<file path="config.mk">
export PLATFORM = sky130hd
export DESIGN_NAME = ring_node_packet_filter_forward
export DESIGN_NICKNAME = d
export VERILOG_FILES = /design/src/rnpf_pkg.sv /design/src/ring_node_packet_filter_forward.sv /design/src/rnpf_front.sv /design/src/rnpf_fifo.sv /design/src/rnpf_back.sv
export SDC_FILE = /design/constraint.sdc
export NUM_CORES = 1
export LEC_CHECK = 0
export ABC_AREA = 0
export BUFFER_PORTS_ARGS = -buffer_cell sky130_fd_sc_hd__buf_4
export CAP_MARGIN = 5
export CORE_ASPECT_RATIO = 1.4
export CORE_MARGIN = 4
export CORE_UTILIZATION = 35
export CTS_CLUSTER_SIZE = 8
export DETAILED_ROUTE_END_ITERATION = 10
export PLACE_DENSITY = 0.58
export SLEW_MARGIN = 10
export SYNTH_ARGS = -nofsm -noshare
export SYNTH_HDL_FRONTEND = slang
export SYNTH_HIERARCHICAL = 1
export SYNTH_SLANG_ARGS = --single-unit
export TNS_END_PERCENT = 20
</file>
<file path="constraint.sdc">
create_clock -name i_clk -period 9.2 [get_ports i_clk]
set_clock_uncertainty 0.15 [all_clocks]
set_input_delay 2.76 -clock i_clk [delete_from_list [all_inputs] [get_ports i_clk]]
set_output_delay 2.76 -clock i_clk [all_outputs]
set_load 0.01 [all_outputs]
</file>
<file path="src/rnpf_pkg.sv">
`timescale 1ns / 1ps
`default_nettype none

package rnpf_pkg;

    localparam int FRAME_BYTES  = 64;
    localparam int HEADER_BYTES = 7;
    localparam int POS_W        = $clog2(FRAME_BYTES);
    localparam int TOT_W        = 9;
    localparam int FIFO_DEPTH   = 4;
    localparam int FIFO_AW      = $clog2(FIFO_DEPTH);

    localparam logic [1:0] REG_NODE  = 2'd0;
    localparam logic [1:0] REG_BCAST = 2'd1;
    localparam logic [1:0] REG_TTL   = 2'd2;

    typedef struct packed {
        logic [7:0] node_addr;
        logic [7:0] bcast_addr;
        logic [7:0] ttl_limit;
    } t_cfg;

    // One queued job: either the header burst at the ttl byte or a single packet byte
    typedef struct packed {
        logic       hdr_burst;
        logic       fwd;
        logic       dlv;
        logic       pend;
        logic [7:0] data;
        logic [7:0] h0;
        logic [7:0] h1;
        logic [7:0] h2;
    } t_job;

endpackage

`default_nettype wire

</file>
<file path="src/ring_node_packet_filter_forward.sv">
// Channel   | Direction | Handshake        | Words
// ----------+-----------+------------------+-----------------------------------------------
// rx        | in        | push / full      | i_rx_byte
// result    | out       | empty / pop      | o_to_link, o_data_byte, o_packet_end, o_run_last
// config    | in        | APB psel/penable | node, broadcast, ttl_limit at 0x0, 0x4, 0x8
//
// One rx word is taken per cycle while the four-entry job queue has room.
// The back end sends one result word per cycle while results are popped; the ttl
// byte yields up to eight, other bytes up to two, so rx stalls (full) when those
// bursts outrun the queue or when the result side holds off.
// A result word passes the job queue and then the output register to reach the ports.
// Synchronous reset clears all control state.
`timescale 1ns / 1ps
`default_nettype none

module ring_node_packet_filter_forward (
    input  wire logic        i_clk,
    input  wire logic        i_rst_n,
    input  wire logic        push,
    output logic             full,
    input  wire logic [7:0]  i_rx_byte,
    output logic             empty,
    input  wire logic        pop,
    output logic             o_to_link,
    output logic [7:0]       o_data_byte,
    output logic             o_packet_end,
    output logic             o_run_last,
    input  wire logic        psel,
    input  wire logic        penable,
    input  wire logic        pwrite,
    input  wire logic [3:0]  paddr,
    input  wire logic [31:0] pwdata,
    output logic [31:0]      prdata,
    output logic             pready
);
    import rnpf_pkg::*;

    t_cfg       r_cfg;
    t_job       w_job_in, w_job_out;
    logic       w_acc, w_job_vld, w_job_rd, w_job_empty, w_cfg_wr;
    logic [1:0] w_idx;

    assign pready   = 1'b1;
    assign w_idx    = paddr[3:2];
    assign w_cfg_wr = psel && penable && pwrite && pready;
    assign w_acc    = push && !full;

    always_ff @(posedge i_clk) begin
        if (!i_rst_n) begin
            r_cfg.node_addr  <= 8'd0;
            r_cfg.bcast_addr <= 8'd255;
            r_cfg.ttl_limit  <= 8'd16;
        end else if (w_cfg_wr) begin
            case (w_idx)
                REG_NODE:  r_cfg.node_addr  <= pwdata[7:0];
                REG_BCAST: r_cfg.bcast_addr <= pwdata[7:0];
                REG_TTL:   r_cfg.ttl_limit  <= pwdata[7:0];
                default:   ;
            endcase
        end
    end

    always_comb begin
        case (w_idx)
            REG_NODE:  prdata = {24'd0, r_cfg.node_addr};
            REG_BCAST: prdata = {24'd0, r_cfg.bcast_addr};
            REG_TTL:   prdata = {24'd0, r_cfg.ttl_limit};
            default:   prdata = 32'd0;
        endcase
    end

    rnpf_front u_front (
        .i_clk     (i_clk),
        .i_rst_n   (i_rst_n),
        .i_acc     (w_acc),
        .i_rx_byte (i_rx_byte),
        .i_cfg     (r_cfg),
        .o_job_vld (w_job_vld),
        .o_job     (w_job_in)
    );

    rnpf_fifo u_fifo (
        .i_clk   (i_clk),
        .i_rst_n (i_rst_n),
        .i_wr    (w_job_vld),
        .i_wdata (w_job_in),
        .i_rd    (w_job_rd),
        .o_rdata (w_job_out),
        .o_full  (full),
        .o_empty (w_job_empty)
    );

    rnpf_back u_back (
        .i_clk        (i_clk),
        .i_rst_n      (i_rst_n),
        .i_job        (w_job_out),
        .i_job_empty  (w_job_empty),
        .o_job_rd     (w_job_rd),
        .i_pop        (pop),
        .o_empty      (empty),
        .o_to_link    (o_to_link),
        .o_data_byte  (o_data_byte),
        .o_packet_end (o_packet_end),
        .o_run_last   (o_run_last)
    );

endmodule

`default_nettype wire

</file>
<file path="src/rnpf_front.sv">
`timescale 1ns / 1ps
`default_nettype none

module rnpf_front (
    input  wire logic          i_clk,
    input  wire logic          i_rst_n,
    input  wire logic          i_acc,
    input  wire logic [7:0]    i_rx_byte,
    input  wire rnpf_pkg::t_cfg i_cfg,
    output logic               o_job_vld,
    output rnpf_pkg::t_job     o_job
);
    import rnpf_pkg::*;

    logic [POS_W-1:0] r_pos, n_pos;
    logic [7:0]       r_hdr [3];
    logic [7:0]       r_len, n_len;
    logic             r_fwd, n_fwd;
    logic             r_dlv, n_dlv;

    logic             w_to_me, w_bcast, w_own_bcast, w_ttl_ok;
    logic [7:0]       w_len_eff;
    logic [TOT_W-1:0] w_sum, w_total, w_pos_ext;

    assign w_to_me     = r_hdr[2] == i_cfg.node_addr;
    assign w_bcast     = r_hdr[2] == i_cfg.bcast_addr;
    assign w_own_bcast = w_bcast && (r_hdr[1] == i_cfg.node_addr);
    assign w_ttl_ok    = (i_rx_byte != 8'd0) && (i_rx_byte <= i_cfg.ttl_limit);

    assign w_len_eff = (r_pos == POS_W'(4)) ? i_rx_byte : r_len;
    assign w_sum     = TOT_W'(w_len_eff) + TOT_W'(HEADER_BYTES);
    assign w_total   = (w_sum > TOT_W'(FRAME_BYTES)) ? TOT_W'(FRAME_BYTES) : w_sum;
    assign w_pos_ext = TOT_W'(r_pos);

    always_comb begin
        n_pos     = (r_pos == POS_W'(FRAME_BYTES - 1)) ? '0 : r_pos + POS_W'(1);
        n_len     = r_len;
        n_fwd     = r_fwd;
        n_dlv     = r_dlv;
        o_job_vld = 1'b0;
        o_job.hdr_burst = 1'b0;
        o_job.fwd  = r_fwd;
        o_job.dlv  = r_dlv;
        o_job.pend = (w_pos_ext + TOT_W'(1)) == w_total;
        o_job.data = i_rx_byte;
        o_job.h0   = r_hdr[0];
        o_job.h1   = r_hdr[1];
        o_job.h2   = r_hdr[2];

        if (r_pos < POS_W'(3)) begin
            if (r_pos == '0) begin
                n_fwd = 1'b0;
                n_dlv = 1'b0;
                n_len = 8'd0;
            end
        end else if (r_pos == POS_W'(3)) begin
            n_dlv = w_to_me || w_bcast;
            n_fwd = !w_to_me && !w_own_bcast && w_ttl_ok;
            o_job.hdr_burst = 1'b1;
            o_job.fwd  = n_fwd;
            o_job.dlv  = n_dlv;
            o_job.pend = 1'b0;
            o_job_vld  = i_acc && (n_fwd || n_dlv);
        end else begin
            if (r_pos == POS_W'(4)) begin
                n_len = i_rx_byte;
            end
            o_job_vld = i_acc && (w_pos_ext < w_total) && (r_fwd || r_dlv);
        end
    end

    always_ff @(posedge i_clk) begin
        if (!i_rst_n) begin
            r_pos <= '0;
            r_len <= 8'd0;
            r_fwd <= 1'b0;
            r_dlv <= 1'b0;
        end else if (i_acc) begin
            r_pos <= n_pos;
            r_len <= n_len;
            r_fwd <= n_fwd;
            r_dlv <= n_dlv;
        end
    end

    // held start, src, dest bytes
    always_ff @(posedge i_clk) begin
        if (!i_rst_n) begin
            r_hdr[0] <= 8'd0;
            r_hdr[1] <= 8'd0;
            r_hdr[2] <= 8'd0;
        end else if (i_acc && (r_pos < POS_W'(3))) begin
            r_hdr[r_pos[1:0]] <= i_rx_byte;
        end
    end

endmodule

`default_nettype wire

</file>
<file path="src/rnpf_fifo.sv">
`timescale 1ns / 1ps
`default_nettype none

module rnpf_fifo (
    input  wire logic      i_clk,
    input  wire logic      i_rst_n,
    input  wire logic      i_wr,
    input  wire rnpf_pkg::t_job i_wdata,
    input  wire logic      i_rd,
    output rnpf_pkg::t_job o_rdata,
    output logic           o_full,
    output logic           o_empty
);
    import rnpf_pkg::*;

    t_job               r_mem [FIFO_DEPTH];
    logic [FIFO_AW-1:0] r_wptr, r_rptr;
    logic [FIFO_AW:0]   r_cnt;
    logic               w_wr, w_rd;

    assign o_full  = r_cnt == (FIFO_AW + 1)'(FIFO_DEPTH);
    assign o_empty = r_cnt == '0;
    assign w_wr    = i_wr && !o_full;
    assign w_rd    = i_rd && !o_empty;
    assign o_rdata = r_mem[r_rptr];

    always_ff @(posedge i_clk) begin
        if (!i_rst_n) begin
            r_wptr <= '0;
            r_rptr <= '0;
            r_cnt  <= '0;
        end else begin
            if (w_wr) r_wptr <= r_wptr + FIFO_AW'(1);
            if (w_rd) r_rptr <= r_rptr + FIFO_AW'(1);
            if (w_wr && !w_rd) r_cnt <= r_cnt + (FIFO_AW + 1)'(1);
            else if (w_rd && !w_wr) r_cnt <= r_cnt - (FIFO_AW + 1)'(1);
        end
    end

    always_ff @(posedge i_clk) begin
        if (w_wr) begin
            r_mem[r_wptr] <= i_wdata;
        end
    end

endmodule

`default_nettype wire

</file>
<file path="src/rnpf_back.sv">
`timescale 1ns / 1ps
`default_nettype none

module rnpf_back (
    input  wire logic      i_clk,
    input  wire logic      i_rst_n,
    input  wire rnpf_pkg::t_job i_job,
    input  wire logic      i_job_empty,
    output logic           o_job_rd,
    input  wire logic      i_pop,
    output logic           o_empty,
    output logic           o_to_link,
    output logic [7:0]     o_data_byte,
    output logic           o_packet_end,
    output logic           o_run_last
);
    import rnpf_pkg::*;

    logic       r_host_ph;
    logic [1:0] r_idx;
    logic       r_vld;
    logic       r_link, r_end, r_last;
    logic [7:0] r_byte;

    logic       w_emit, w_host, w_last_ph, w_last_job;
    logic [7:0] w_byte;

    // link copy first when forwarded, then the host copy
    assign w_host     = r_host_ph || !i_job.fwd;
    assign w_last_ph  = !i_job.hdr_burst || (r_idx == 2'd3);
    assign w_last_job = w_last_ph && (w_host || !i_job.dlv);
    assign w_emit     = !i_job_empty && (!r_vld || i_pop);
    assign o_job_rd   = w_emit && w_last_job;

    always_comb begin
        if (!i_job.hdr_burst) begin
            w_byte = i_job.data;
        end else begin
            case (r_idx)
                2'd0:    w_byte = i_job.h0;
                2'd1:    w_byte = i_job.h1;
                2'd2:    w_byte = i_job.h2;
                default: w_byte = w_host ? i_job.data : i_job.data - 8'd1;
            endcase
        end
    end

    always_ff @(posedge i_clk) begin
        if (!i_rst_n) begin
            r_host_ph <= 1'b0;
            r_idx     <= 2'd0;
            r_vld     <= 1'b0;
        end else begin
            if (w_emit) begin
                r_vld <= 1'b1;
                if (w_last_job) begin
                    r_host_ph <= 1'b0;
                    r_idx     <= 2'd0;
                end else if (w_last_ph) begin
                    r_host_ph <= 1'b1;
                    r_idx     <= 2'd0;
                end else begin
                    r_idx <= r_idx + 2'd1;
                end
            end else if (i_pop) begin
                r_vld <= 1'b0;
            end
        end
    end

    always_ff @(posedge i_clk) begin
        if (w_emit) begin
            r_link <= !w_host;
            r_byte <= w_byte;
            r_end  <= !i_job.hdr_burst && i_job.pend;
            r_last <= w_last_job;
        end
    end

    assign o_empty      = !r_vld;
    assign o_to_link    = r_link;
    assign o_data_byte  = r_byte;
    assign o_packet_end = r_end;
    assign o_run_last   = r_last;

endmodule

`default_nettype wire

</file>
Word level (Yosys, flattened, before mapping)
Memories as Yosys holds them, arrays and structs flattened. A register that Yosys moved wholly into a read port is not among the register bits.
Cells that the tools add are included.
Cells by class
  $add $sub $neg: 9
  $lt $le $gt $ge: 4
  equal/unequal tests: 15
  multiplexer cells: 38
  reduce and logical (&&, ||, !) cells: 53
Operators with widths (count)
  $mux 8: 7
  $pmux 8 s3: 2
  $eq 8x8->1: 3
  $logic_and 1x1->1: 19
  $mux 1: 18
  $logic_not 1->1: 11
  $mux 2: 5
  $add 8x3->9 const B: 1
  $eq 9x9->1: 1
  $gt 9x7->1 const B: 1
  $lt 6x9->1: 1
  $mux 9: 1
  $le 8x8->1: 1
  $mux 4: 2
  $reduce_and 2->1: 4
  $reduce_bool 2->1: 4
  $reduce_bool 8->1: 1
  $reduce_or 8->1: 1
  $sub 8x1->8 const B: 1
  $add 6x1->7 const B: 1
  $logic_or 1x1->1: 7
  $add 2x1->2 const B: 3
  $add 6x1->6 const B: 1
  $eq 2x2->1 const B: 3
  16 further kinds: 20
Word-level totals
  bits in registers: 62
  memory bits (writable): 168
  input port bits: 51
  output and inout port bits: 46
  logic and storage cells: 138
  memories: 2
Memory list
  u_fifo.r_mem: depth 4, bits a word 36, read ports 1, clocked after Yosys merged registers in 1, write ports 1, line rnpf_fifo.sv:16  | t_job r_mem [FIFO_DEPTH];
  u_front.r_hdr: depth 3, bits a word 8, read ports 3, clocked after Yosys merged registers in 0, write ports 3, line rnpf_front.sv:16  | logic [7:0] r_hdr [3];

Depth between registers and ports, before layout
Gate-level depths: netlist of run 1.
  word-level depth: 15
  mapped depth: 33
  depth with buffers taken out: 30

Modules after synthesis
The synthesis of run 1 kept the hierarchy.
By module, submodules not included
  rnpf_fifo: instances 1, cells an instance 236, area an instance 5731.7 um2, seq. area each 4504.3 um2
  rnpf_front: instances 1, cells an instance 351, area an instance 3165.5 um2, seq. area each 1041.0 um2
  ring_node_packet_filter_forward: instances 1, cells an instance 154, area an instance 1372.6 um2, seq. area each 480.5 um2
  rnpf_back: instances 1, cells an instance 109, area an instance 1006.0 um2, seq. area each 410.4 um2

Least setup slack after synthesis of run 1
No wires, ideal clock.
  kind: input -> register
  from: input port i_rx_byte[0]
  to: memory u_fifo/r_mem[0][0] in the netlist's numbering, enable pin
  setup time: 0.397 ns
  arrival: 7.065 ns
  required time: 8.653 ns
  slack: 1.588 ns
  stages: 23
  path buffers: 2
  cell sequence: inv_1 o21ai_0 inv_1 ha_1 buf_2 o211ai_1 o21ai_1 o311a_1 a21o_1 a211o_4 or2b_1 ha_1 nor2b_1 o21a_1 o21a_1 o21ai_0 nand2b_1 a21oi_1 o221ai_1 o21ai_0 nor2b_1 buf_2 and2_1
Between the ends
  longest elaborated chain between the ends: 12
  elaborated cells between the ends (all ways): 18
  those cells by class: add/sub (1); order compare (3); mux (6); reduce/logical (8)
RTL lines
  from (decl): line ring_node_packet_filter_forward.sv:21  | input wire logic [7:0] i_rx_byte,
  $mux 8: line rnpf_front.sv:30  | assign w_len_eff = (r_pos == POS_W'(4)) ? i_rx_byte : r_len;
  $add 8x3->9: line rnpf_front.sv:31  | assign w_sum = TOT_W'(w_len_eff) + TOT_W'(HEADER_BYTES);
  $gt 9x7->1: line rnpf_front.sv:32  | assign w_total = (w_sum > TOT_W'(FRAME_BYTES)) ? TOT_W'(FRAME_BYTES) : w_sum;
  $mux 9: line rnpf_front.sv:32
  $lt 6x9->1: line rnpf_front.sv:68  | o_job_vld = i_acc && (w_pos_ext < w_total) && (r_fwd || r_dlv);
  $logic_and 1x1->1 (2 in a row): line rnpf_front.sv:68
  $mux 1 (*): line rnpf_front.sv:56  | end else if (r_pos == POS_W'(3)) begin
  $mux 1 (*): line rnpf_front.sv:50  | if (r_pos < POS_W'(3)) begin
  via w_job_vld: line ring_node_packet_filter_forward.sv:40  | logic w_acc, w_job_vld, w_job_rd, w_job_empty, w_cfg_wr;
  $logic_and 1x1->1 (*): line rnpf_fifo.sv:23  | assign w_wr = i_wr && !o_full;
  via u_fifo.w_wr: line rnpf_fifo.sv:19  | logic w_wr, w_rd;
  $mux 1 (*): line rnpf_fifo.sv:41  | if (w_wr) begin
  $mux 1 (implied by the code) (*): line rnpf_fifo.sv:42  | r_mem[r_wptr] <= i_wdata;
  to (decl): line rnpf_fifo.sv:16
Mark *: on every way through the listed nets, which the timed path passes. The rest lies on a longest branch.

Worst setup path in the final report of run 1
  from: input port i_rx_byte[0]
  to: register u_fifo.r_cnt[2]
Between the ends
  longest elaborated chain between the ends: 13
  elaborated cells between the ends (all ways): 21
  those cells by class: add/sub (1); order compare (3); mux (5); reduce/logical (12)
RTL lines
  $mux 8: line rnpf_front.sv:30
  $add 8x3->9: line rnpf_front.sv:31
  $gt 9x7->1: line rnpf_front.sv:32
  $mux 9: line rnpf_front.sv:32
  $lt 6x9->1: line rnpf_front.sv:68
  $logic_and 1x1->1 (2 in a row): line rnpf_front.sv:68
  $mux 1 (*): line rnpf_front.sv:56
  $mux 1 (*): line rnpf_front.sv:50
  via w_job_vld: line ring_node_packet_filter_forward.sv:40
  $logic_and 1x1->1 (*): line rnpf_fifo.sv:23
  $logic_not 1->1: line rnpf_fifo.sv:36  | else if (w_rd && !w_wr) r_cnt <= r_cnt - (FIFO_AW + 1)'(1);
  $logic_and 1x1->1: line rnpf_fifo.sv:36
  $reduce_bool 2->1 (no line)
  to (signal assigned): line rnpf_fifo.sv:35  | if (w_wr && !w_rd) r_cnt <= r_cnt + (FIFO_AW + 1)'(1);
  to (signal assigned): line rnpf_fifo.sv:36
  to (decl): line rnpf_fifo.sv:18  | logic [FIFO_AW:0] r_cnt;
Marked as above.
A chain may end at the register's enable or synchronous reset.

==> impl_metrics.ini, run 1 <==
[grt]
antenna_found_initial = 0
grt_pass1_vias = 6756
grt_max_degree = 76
grt_pass1_wl_microns = 38100
grt_usage = 0.138
overflow = 0

[logic_synthesis]
ys.flop_type = edfxtp_1
ys_seq_area_frac = 0.571
synthCells = 850
synth_largest_area_cell = edfxtp_1
yosysWarningCount = 6
synth.distinct_cells = 75
synthTopCellsByCount = 179 x edfxtp_1, 70 x nand2_1, 53 x dfxtp_1
synth_edf_count = 179
synth_most_common_cell = edfxtp_1
synthArstFlopShare = 0
synthesis.area_sq_um = 11300
synth_top_area_frac = 0.477
synth_seq_cells = 232
synthTopCellsByArea = edfxtp_1 48%, dfxtp_1 9.4%, mux4_2 6.0%
syn_area_per_cell_sq_um = 13.3

[clock_tree]
cts.clk_slew.worst_paths_ns = 0.05
clockBufferDepth = 3
htreeDepth = 2
ctsHoldBuffers = 0
cts_tree = built
root_buffer = clkbuf_16
cts_setup_buffers = 0
insertion_delay_ns = 0.51
cts_buffers = 34
clock-sinks = 232
cts_resized = 0

[drt]
drt_first_pass_iters = 6
drt-total-wl_microns = 24500
ant_nets = 0
viasPerCell = 5.16
drt_iter0_drc = 350
wl_per_cell_microns = 18.8
vias = 6698
drc = 0

[setup_path]
critPathKind = input port to register
r2r_cells = 29
endpoint_kind = register
critPathRequiredTime_ns = 9.47
cp_data_arrival_time_ns = 8.14
crit_path_max_incr_delay_ns = 0.40
crit_path_top_delay_cell = o311a_1
cp_max_fo = 10
worstSetupStartpointType = input port

[layout]
nets = 968
instances_no_fill = 1298
area_growth_pct = 12.9
antenna_cells = 0
nFillCells = 2912
drive_gt1_frac = 0.166

[die]
die_w_microns = 160
initial_core_util = 0.356
dieHeight_microns = 220
placementRows = 77
die_area_sq_um = 35200
core-area_sq_um = 31700
pin_count = 97

[power_and_ir_drop]
total_power_uw = 2360
total_leakage_power_uw = 0.00451
max-vdd-ir-drop_v = 0.0000976
p_per_area_nw_per_um2 = 185

[min_path]
holdCritPathClass = register to register
hold_depth = 2

[timing]
max_freq_mhz = 127
rsz0062_at_grt = no
period_share = 0.855
worstMarginPinSlew_ns = 0.960
fin_tns_setup_ns = 0
relSlewSlack = 0.357
layout_min_cycle_time_ns = 7.87
setup_viol = 0
drv_slew = 0
hold_violations = 0

[place]
dp_hpwl_microns = 16100
gp_congestion = 0.808
portBuffers = 45
placed_cells = 1245

[run]
drv_cap = 0

[status]
outcome = finished, final reports clean
## report_power, final
part | switching, uW | internal, uW | total, uW
Combinational | 58.4 | 36.4 | 94.8
Clock | 425 | 679 | 1100
Sequential | 15.0 | 1140 | 1160
Total | 499 | 1860 | 2360
## metal layers
| layer | vias to the layer above | wire [microns] | track usage |
|---|---|---|---|
| met4 | 0 | 771 | 0.0588 |
| met1 | 3283 | 10100 | 0.166 |
| li1 | 3191 | - | - |
| met5 | - | 0 | 0 |
| met2 | 170 | 12500 | 0.246 |
| met3 | 54 | 1080 | 0.0233 |
## registers in the layout, summed over array words and instances, names as in the netlist, 2 cells and up, named ones only
register and flops:
u_back/r_idx 2, u_front/r_hdr 24, r_cfg 24, u_fifo/r_cnt 3, u_fifo/r_rptr 2, u_fifo/r_wptr 2, u_front/r_pos 6, u_back/o_data_byte 8
u_fifo/r_mem 144, u_front/r_len 8
## placed cells by master, fill, tap and decap left out, types with 16 or more instances in the layout
cell / n
and2_1: 17
mux2i_1: 45
xor2_1: 28
inv_1: 24
buf_4: 53
edfxtp_1: 179
and3_1: 28
nand2_1: 70
clkbuf_1: 16
mux4_2: 30
nor2b_1: 36
conb_1: 25
o21ai_0: 34
ha_1: 30
a21oi_1: 19
clkbuf_16: 34
dfxtp_1: 52
nor2_1: 18
## area by class of cell
| class | count | area (sq um) | share of cell area |
|---|---|---|---|
| clock inverter | 3 | 33.8 | 0.00265 |
| clock buffer | 50 | 911 | 0.0716 |
| timing repair buffer | 55 | 438 | 0.0344 |
| sequential | 232 | 6440 | 0.506 |
| tap | 395 | 494 | 0.0388 |
| inverter | 24 | 90.1 | 0.00708 |
| multi-input combinational | 539 | 4320 | 0.340 |
## stage by stage
step | setup WS (ns) | hold WS, ns | area (sq um) | utilization
after detailed placement | 0.760 | 0.326 | 11800 | 0.372
after floorplan | 1.59 | 0.298 | 11400 | -
after global routing | 0.808 | 0.361 | 12700 | 0.402
final | 1.33 | 0.331 | 12700 | 0.402
after global placement | 0.850 | 0.310 | 11800 | 0.372
after CTS | 1.28 | 0.333 | 12700 | 0.402
## kinds of logic after synthesis
group	after synthesis	synth area share
compound gates	114	0.0706
xor+xnor	40	0.0317
fa+ha+maj	31	0.0351
buf+inv	102	0.0543
flops	232	0.571
mux	83	0.116
other cells	2	0.000666
simple gates	246	0.121
## worst max-delay path, delay by kind of cell
family                     cells  cell delay (ns)
buffers and inverters          5             0.58
AOI/OAI and AO/OA             13             2.65
adders and majority gates      4             1.11
and+or+nand+nor                5             0.87
xor gates and xnor gates       1             0.16
## final timing paths
path / slack (ns) / from / to
min: 0.33 / r_cfg[1] / r_cfg[1]
max: 1.33 / i_rx_byte[0] / u_fifo/r_cnt[2]
min reg2reg: 0.33 / r_cfg[1] / r_cfg[1]
max reg2reg: 2.19 / u_front/r_pos[0] / u_fifo/r_cnt[2]
(Power assumes the default switching activity.)
==> inputs of run 2 (changes only) <==
--- a/config.mk
+++ b/config.mk
@@ -8,7 +8,7 @@
 export ABC_AREA = 0
 export BUFFER_PORTS_ARGS = -buffer_cell sky130_fd_sc_hd__buf_4
 export CAP_MARGIN = 5
-export CORE_ASPECT_RATIO = 1.4
+export CORE_ASPECT_RATIO = 0.7
 export CORE_MARGIN = 4
 export CORE_UTILIZATION = 35
 export CTS_CLUSTER_SIZE = 8
==> impl_metrics.ini, run 2 (same netlist as run 1, synthesis figures left out) <==
[timing]
rsz0062_at_grt = no
drv_slew = 0
period_share = 0.858
fin_tns_setup_ns = 0
relSlewSlack = 0.311
setup_viol = 0
hold_violations = 0
layout_min_cycle_time_ns = 7.89
hold_slack_ns = 0.325
max_freq_mhz = 127
worstMarginPinSlew_ns = 1.02

[layout]
drive_gt1_frac = 0.166
regMostFlops = u_fifo/r_mem
final_cell_mix = 179 x edfxtp_1, 70 x nand2_1, 56 x buf_4
mostFrequentLayoutCell = edfxtp_1
top_regs = u_fifo/r_mem x144, r_cfg x24, u_front/r_hdr x24
area_growth_pct = 13.3
largest_reg_flops = 144
nets = 969

[clock_tree]
cts.clk_slew.worst_paths_ns = 0.05
cts_setup_buffers = 0
root_buffer = clkbuf_16
cts_resized = 0
clock-sinks = 232
insertion_delay_ns = 0.50
clockBufferDepth = 3
cts_tree = built
cts_buffers = 34
htreeDepth = 2
ctsHoldBuffers = 0

[power_and_ir_drop]
p_int_uw = 1880
clockPowerShare = 0.476
p_per_area_nw_per_um2 = 187
total_leakage_power_uw = 0.00452
p_seq_frac = 0.483
swShare = 0.214
max-vdd-ir-drop_v = 0.000105
p_comb_frac = 0.041
p_sw_uw = 512

[setup_path]
r2r_slack_ns = 2.17
cp-startpoint = i_rx_byte[0]
crit_end = u_fifo/r_cnt[2]
crit_path_max_incr_delay_ns = 0.40
cp_data_arrival_time_ns = 8.17
critPathKind = input port to register
crit_path_top_delay_cell = o311a_1
r2r-end = u_fifo/r_cnt[2]
r2r_start = u_front/r_pos[0]
cp_max_fo = 10
r2r_cells = 30
worstSetupStartpointType = input port
critPathRequiredTime_ns = 9.47
endpoint_kind = register

[place]
dp_hpwl_microns = 16800
portBuffers = 45
gp_congestion = 0.857

[grt]
grt_pass1_vias = 6664
grt_usage = 0.146
overflow = 0
antenna_found_initial = 1
grt_pass1_wl_microns = 39700
grt_max_degree = 75

[drt]
drt_first_pass_iters = 5
viasPerCell = 5.10
drt-total-wl_microns = 25800
drt_iter0_drc = 717
drc = 0
vias = 6787
ant_nets = 0
wl_per_cell_microns = 19.4

[die]
die_w_microns = 223
pin_count = 97
dieHeight_microns = 158
core-area_sq_um = 31500
placementRows = 54
initial_core_util = 0.358
die_area_sq_um = 35200

[min_path]
holdCritPathClass = register to register

[run]
drv_cap = 0

[status]
outcome = finished, final reports clean
## run 2: through the flow
stage	setup slack (ns)	utilization	power [uW]	instances	instance area, sq um
after floorplan	1.59	-	1240	873	11400
after global placement	0.954	0.375	1270	1271	11800
after detailed placement	0.817	0.375	1270	1271	11800
after CTS	1.34	0.406	2430	1331	12800
after global routing	0.959	0.406	2490	1331	12800
final	1.31	0.406	2400	1332	12800
## run 2: power groups by stage
stage / clock (uW) / combinational [uW] / sequential (uW)
floorplan: 0 / 70.7 / 1170
global placement: 0 / 96.8 / 1180
detailed placement: 0 / 97.9 / 1180
CTS: 1170 / 98.1 / 1160
global route: 1220 / 109 / 1160
finish: 1140 / 98.2 / 1160
## run 2: worst max-delay path, delay by kind of cell
family                     cells  cell delay, ns
AOI/OAI and AO/OA             13            2.67
adders and majority gates      4            1.09
and+or+nand+nor                5            0.87
buffers and inverters          5            0.59
xor gates and xnor gates       1            0.16
## run 2: final cells by class
| class | count | area (sq um) |
|---|---|---|
| antenna | 1 | 2.50 |
| clock buffer | 59 | 966 |
| clock inverter | 1 | 8.76 |
| fill | 3018 | 18700 |
| inverter | 24 | 90.1 |
| multi-input combinational | 539 | 4320 |
| sequential | 232 | 6440 |
| tap | 420 | 526 |
| timing repair buffer | 56 | 420 |
## run 2: how the worst min path moves through the flow
| stage | endpoint | from | slack [ns] | depth (start not counted) |
|---|---|---|---|---|
| 2_1_floorplan | r_cfg[1] | r_cfg[1] | 0.30 | 2 |
| 3_3_place_gp | r_cfg[7] | r_cfg[7] | 0.32 | 2 |
| 3_5_place_dp | r_cfg[7] | r_cfg[7] | 0.31 | 2 |
| 4_1_cts | r_cfg[7] | r_cfg[7] | 0.32 | 2 |
| 5_1_grt | r_cfg[6] | r_cfg[6] | 0.35 | 2 |
| 6_report | r_cfg[7] | r_cfg[7] | 0.32 | 2 |
## run 2: metal layers
| metal | vias to the layer above | GRT usage | part of all wire |
|---|---|---|---|
| met1 | 3351 | 0.232 | 0.51 |
| met5 | - | 0 | 0 |
| met3 | 35 | 0.0304 | 0.062 |
| met2 | 202 | 0.203 | 0.41 |
| li1 | 3199 | - | - |
| met4 | 0 | 0.0323 | 0.016 |
==> inputs of run 3 (changes only) <==
--- a/config.mk
+++ b/config.mk
@@ -8,12 +8,12 @@
 export ABC_AREA = 0
 export BUFFER_PORTS_ARGS = -buffer_cell sky130_fd_sc_hd__buf_4
 export CAP_MARGIN = 5
-export CORE_ASPECT_RATIO = 0.7
 export CORE_MARGIN = 4
 export CORE_UTILIZATION = 35
 export CTS_CLUSTER_SIZE = 8
 export DETAILED_ROUTE_END_ITERATION = 10
 export PLACE_DENSITY = 0.58
+export REMOVE_ABC_BUFFERS = 1
 export SLEW_MARGIN = 10
 export SYNTH_ARGS = -nofsm -noshare
 export SYNTH_HDL_FRONTEND = slang
==> impl_metrics.ini, run 3 (same netlist as run 1, synthesis figures left out) <==
[clock_tree]
cts_tree = built
clockBufferDepth = 3
htreeDepth = 2
cts_resized = 0
insertion_delay_ns = 0.49
ctsHoldBuffers = 0
cts_buffers = 34
cts_setup_buffers = 0
cts.clk_slew.worst_paths_ns = 0.05
clock-sinks = 232
root_buffer = clkbuf_16

[layout]
top_regs = u_fifo/r_mem x144, r_cfg x24, u_front/r_hdr x24
nFillCells = 2962
regMostFlops = u_fifo/r_mem
area_growth_pct = 13.1
register_area_sq_um = 6440
drive_gt1_frac = 0.165
mostFrequentLayoutCell = edfxtp_1
final_cell_mix = 179 x edfxtp_1, 70 x nand2_1, 54 x buf_4
multiInputGateArea_sq_um = 4320
antenna_cells = 0
nets = 968
largest_reg_flops = 144

[die]
core-area_sq_um = 31600
pin_count = 97
dieHeight_microns = 187
placementRows = 65
die_area_sq_um = 35200
initial_core_util = 0.356
die_w_microns = 187

[setup_path]
cp_max_fo = 10
crit_family = compound AO/OA/AOI/OAI gates
cp_data_arrival_time_ns = 8.08
endpoint_kind = register
crit_path_top_delay_cell = o311a_1
r2r_start = u_front/r_pos[0]
cp-startpoint = i_rx_byte[0]
critPathRequiredTime_ns = 9.46
worstSetupStartpointType = input port
path_buf_inv = 5
critPathKind = input port to register
crit_path_max_incr_delay_ns = 0.39

[timing]
hold_slack_ns = 0.327
hold_violations = 0
fin_tns_setup_ns = 0
max_freq_mhz = 128
rsz0062_at_grt = no
layout_min_cycle_time_ns = 7.82
period_share = 0.849
worstMarginPinSlew_ns = 0.929
relSlewSlack = 0.378
setup_viol = 0
drv_slew = 0

[grt]
antenna_found_initial = 0
grt_usage = 0.138
overflow = 0
grt_pass1_wl_microns = 38400
grt_max_degree = 76
grt_pass1_vias = 6517

[drt]
wl_per_cell_microns = 18.9
viasPerCell = 5.12
drt_first_pass_iters = 6
drt-total-wl_microns = 24800
drc = 0
ant_nets = 0
drt_iter0_drc = 515
vias = 6727

[power_and_ir_drop]
p_sw_uw = 499
swShare = 0.209
p_int_uw = 1880
total_leakage_power_uw = 0.00452
max-vdd-ir-drop_v = 0.000132
clockPowerShare = 0.475
p_seq_frac = 0.485
total_power_uw = 2380
p_comb_frac = 0.040
p_per_area_nw_per_um2 = 187

[min_path]
holdCritPathClass = register to register
hold_start = r_cfg[7]

[status]
outcome = finished, final reports clean

[run]
drv_cap = 0

[place]
portBuffers = 45
gp_congestion = 0.817
dp_hpwl_microns = 15900
## run 3: cell count changes in the layout (fill, tap and decap cells not counted)
cell and delta:
diode_2 -1, buf_12 +1, clkbuf_1 +1, buf_4 -2
## run 3: layout make-up
class                   instances  area share
inverters                      24     0.00706
well taps                     402      0.0394
clock inverters                 1    0.000686
multi-input cells             539       0.339
flip-flops and latches        232       0.505
repair buffers                 55      0.0333
clock buffers                  60      0.0760
## run 3: power by group through the flow
stage	clock network, uW	registers [uW]	logic, uW
2_1_floorplan	0	1170	52.2
3_3_place_gp	0	1170	95.5
3_5_place_dp	0	1180	96.2
4_1_cts	1170	1150	96.4
5_1_grt	1210	1160	107
6_report	1130	1160	95.5
## run 3: worst reg2reg max path, delay by kind of cell, from the launching register on
family	cells	cell delay [ns]
mux	1	0.34
simple gates	11	2.10
buf+inv	3	0.39
compound gates	9	1.71
flops	1	0.38
fa+ha+maj	5	1.65
xor+xnor	1	0.15
## run 3: final timing paths
path	depth (start not counted)	slack, ns	endpoint
max reg2reg	30	2.24	u_fifo/r_cnt[2]
min	2	0.33	r_cfg[7]
max	28	1.38	u_fifo/r_cnt[2]
min reg2reg	2	0.33	r_cfg[7]
## run 3: per-layer routing
metal	global-route usage	vias up	wire, microns
met5	0	-	0
met4	0.0390	0	497
met3	0.0233	40	1160
met2	0.214	158	11200
met1	0.203	3333	11900
li1	-	3196	-
## run 3: through the flow
stage | cells | instance area (sq um) | setup WS, ns | utilization
after floorplan | 795 | 10800 | 1.45 | -
after global placement | 1252 | 11800 | 0.996 | 0.372
after detailed placement | 1252 | 11800 | 0.919 | 0.372
after CTS | 1313 | 12800 | 1.43 | 0.403
after global routing | 1313 | 12800 | 1.08 | 0.403
final | 1313 | 12800 | 1.38 | 0.403
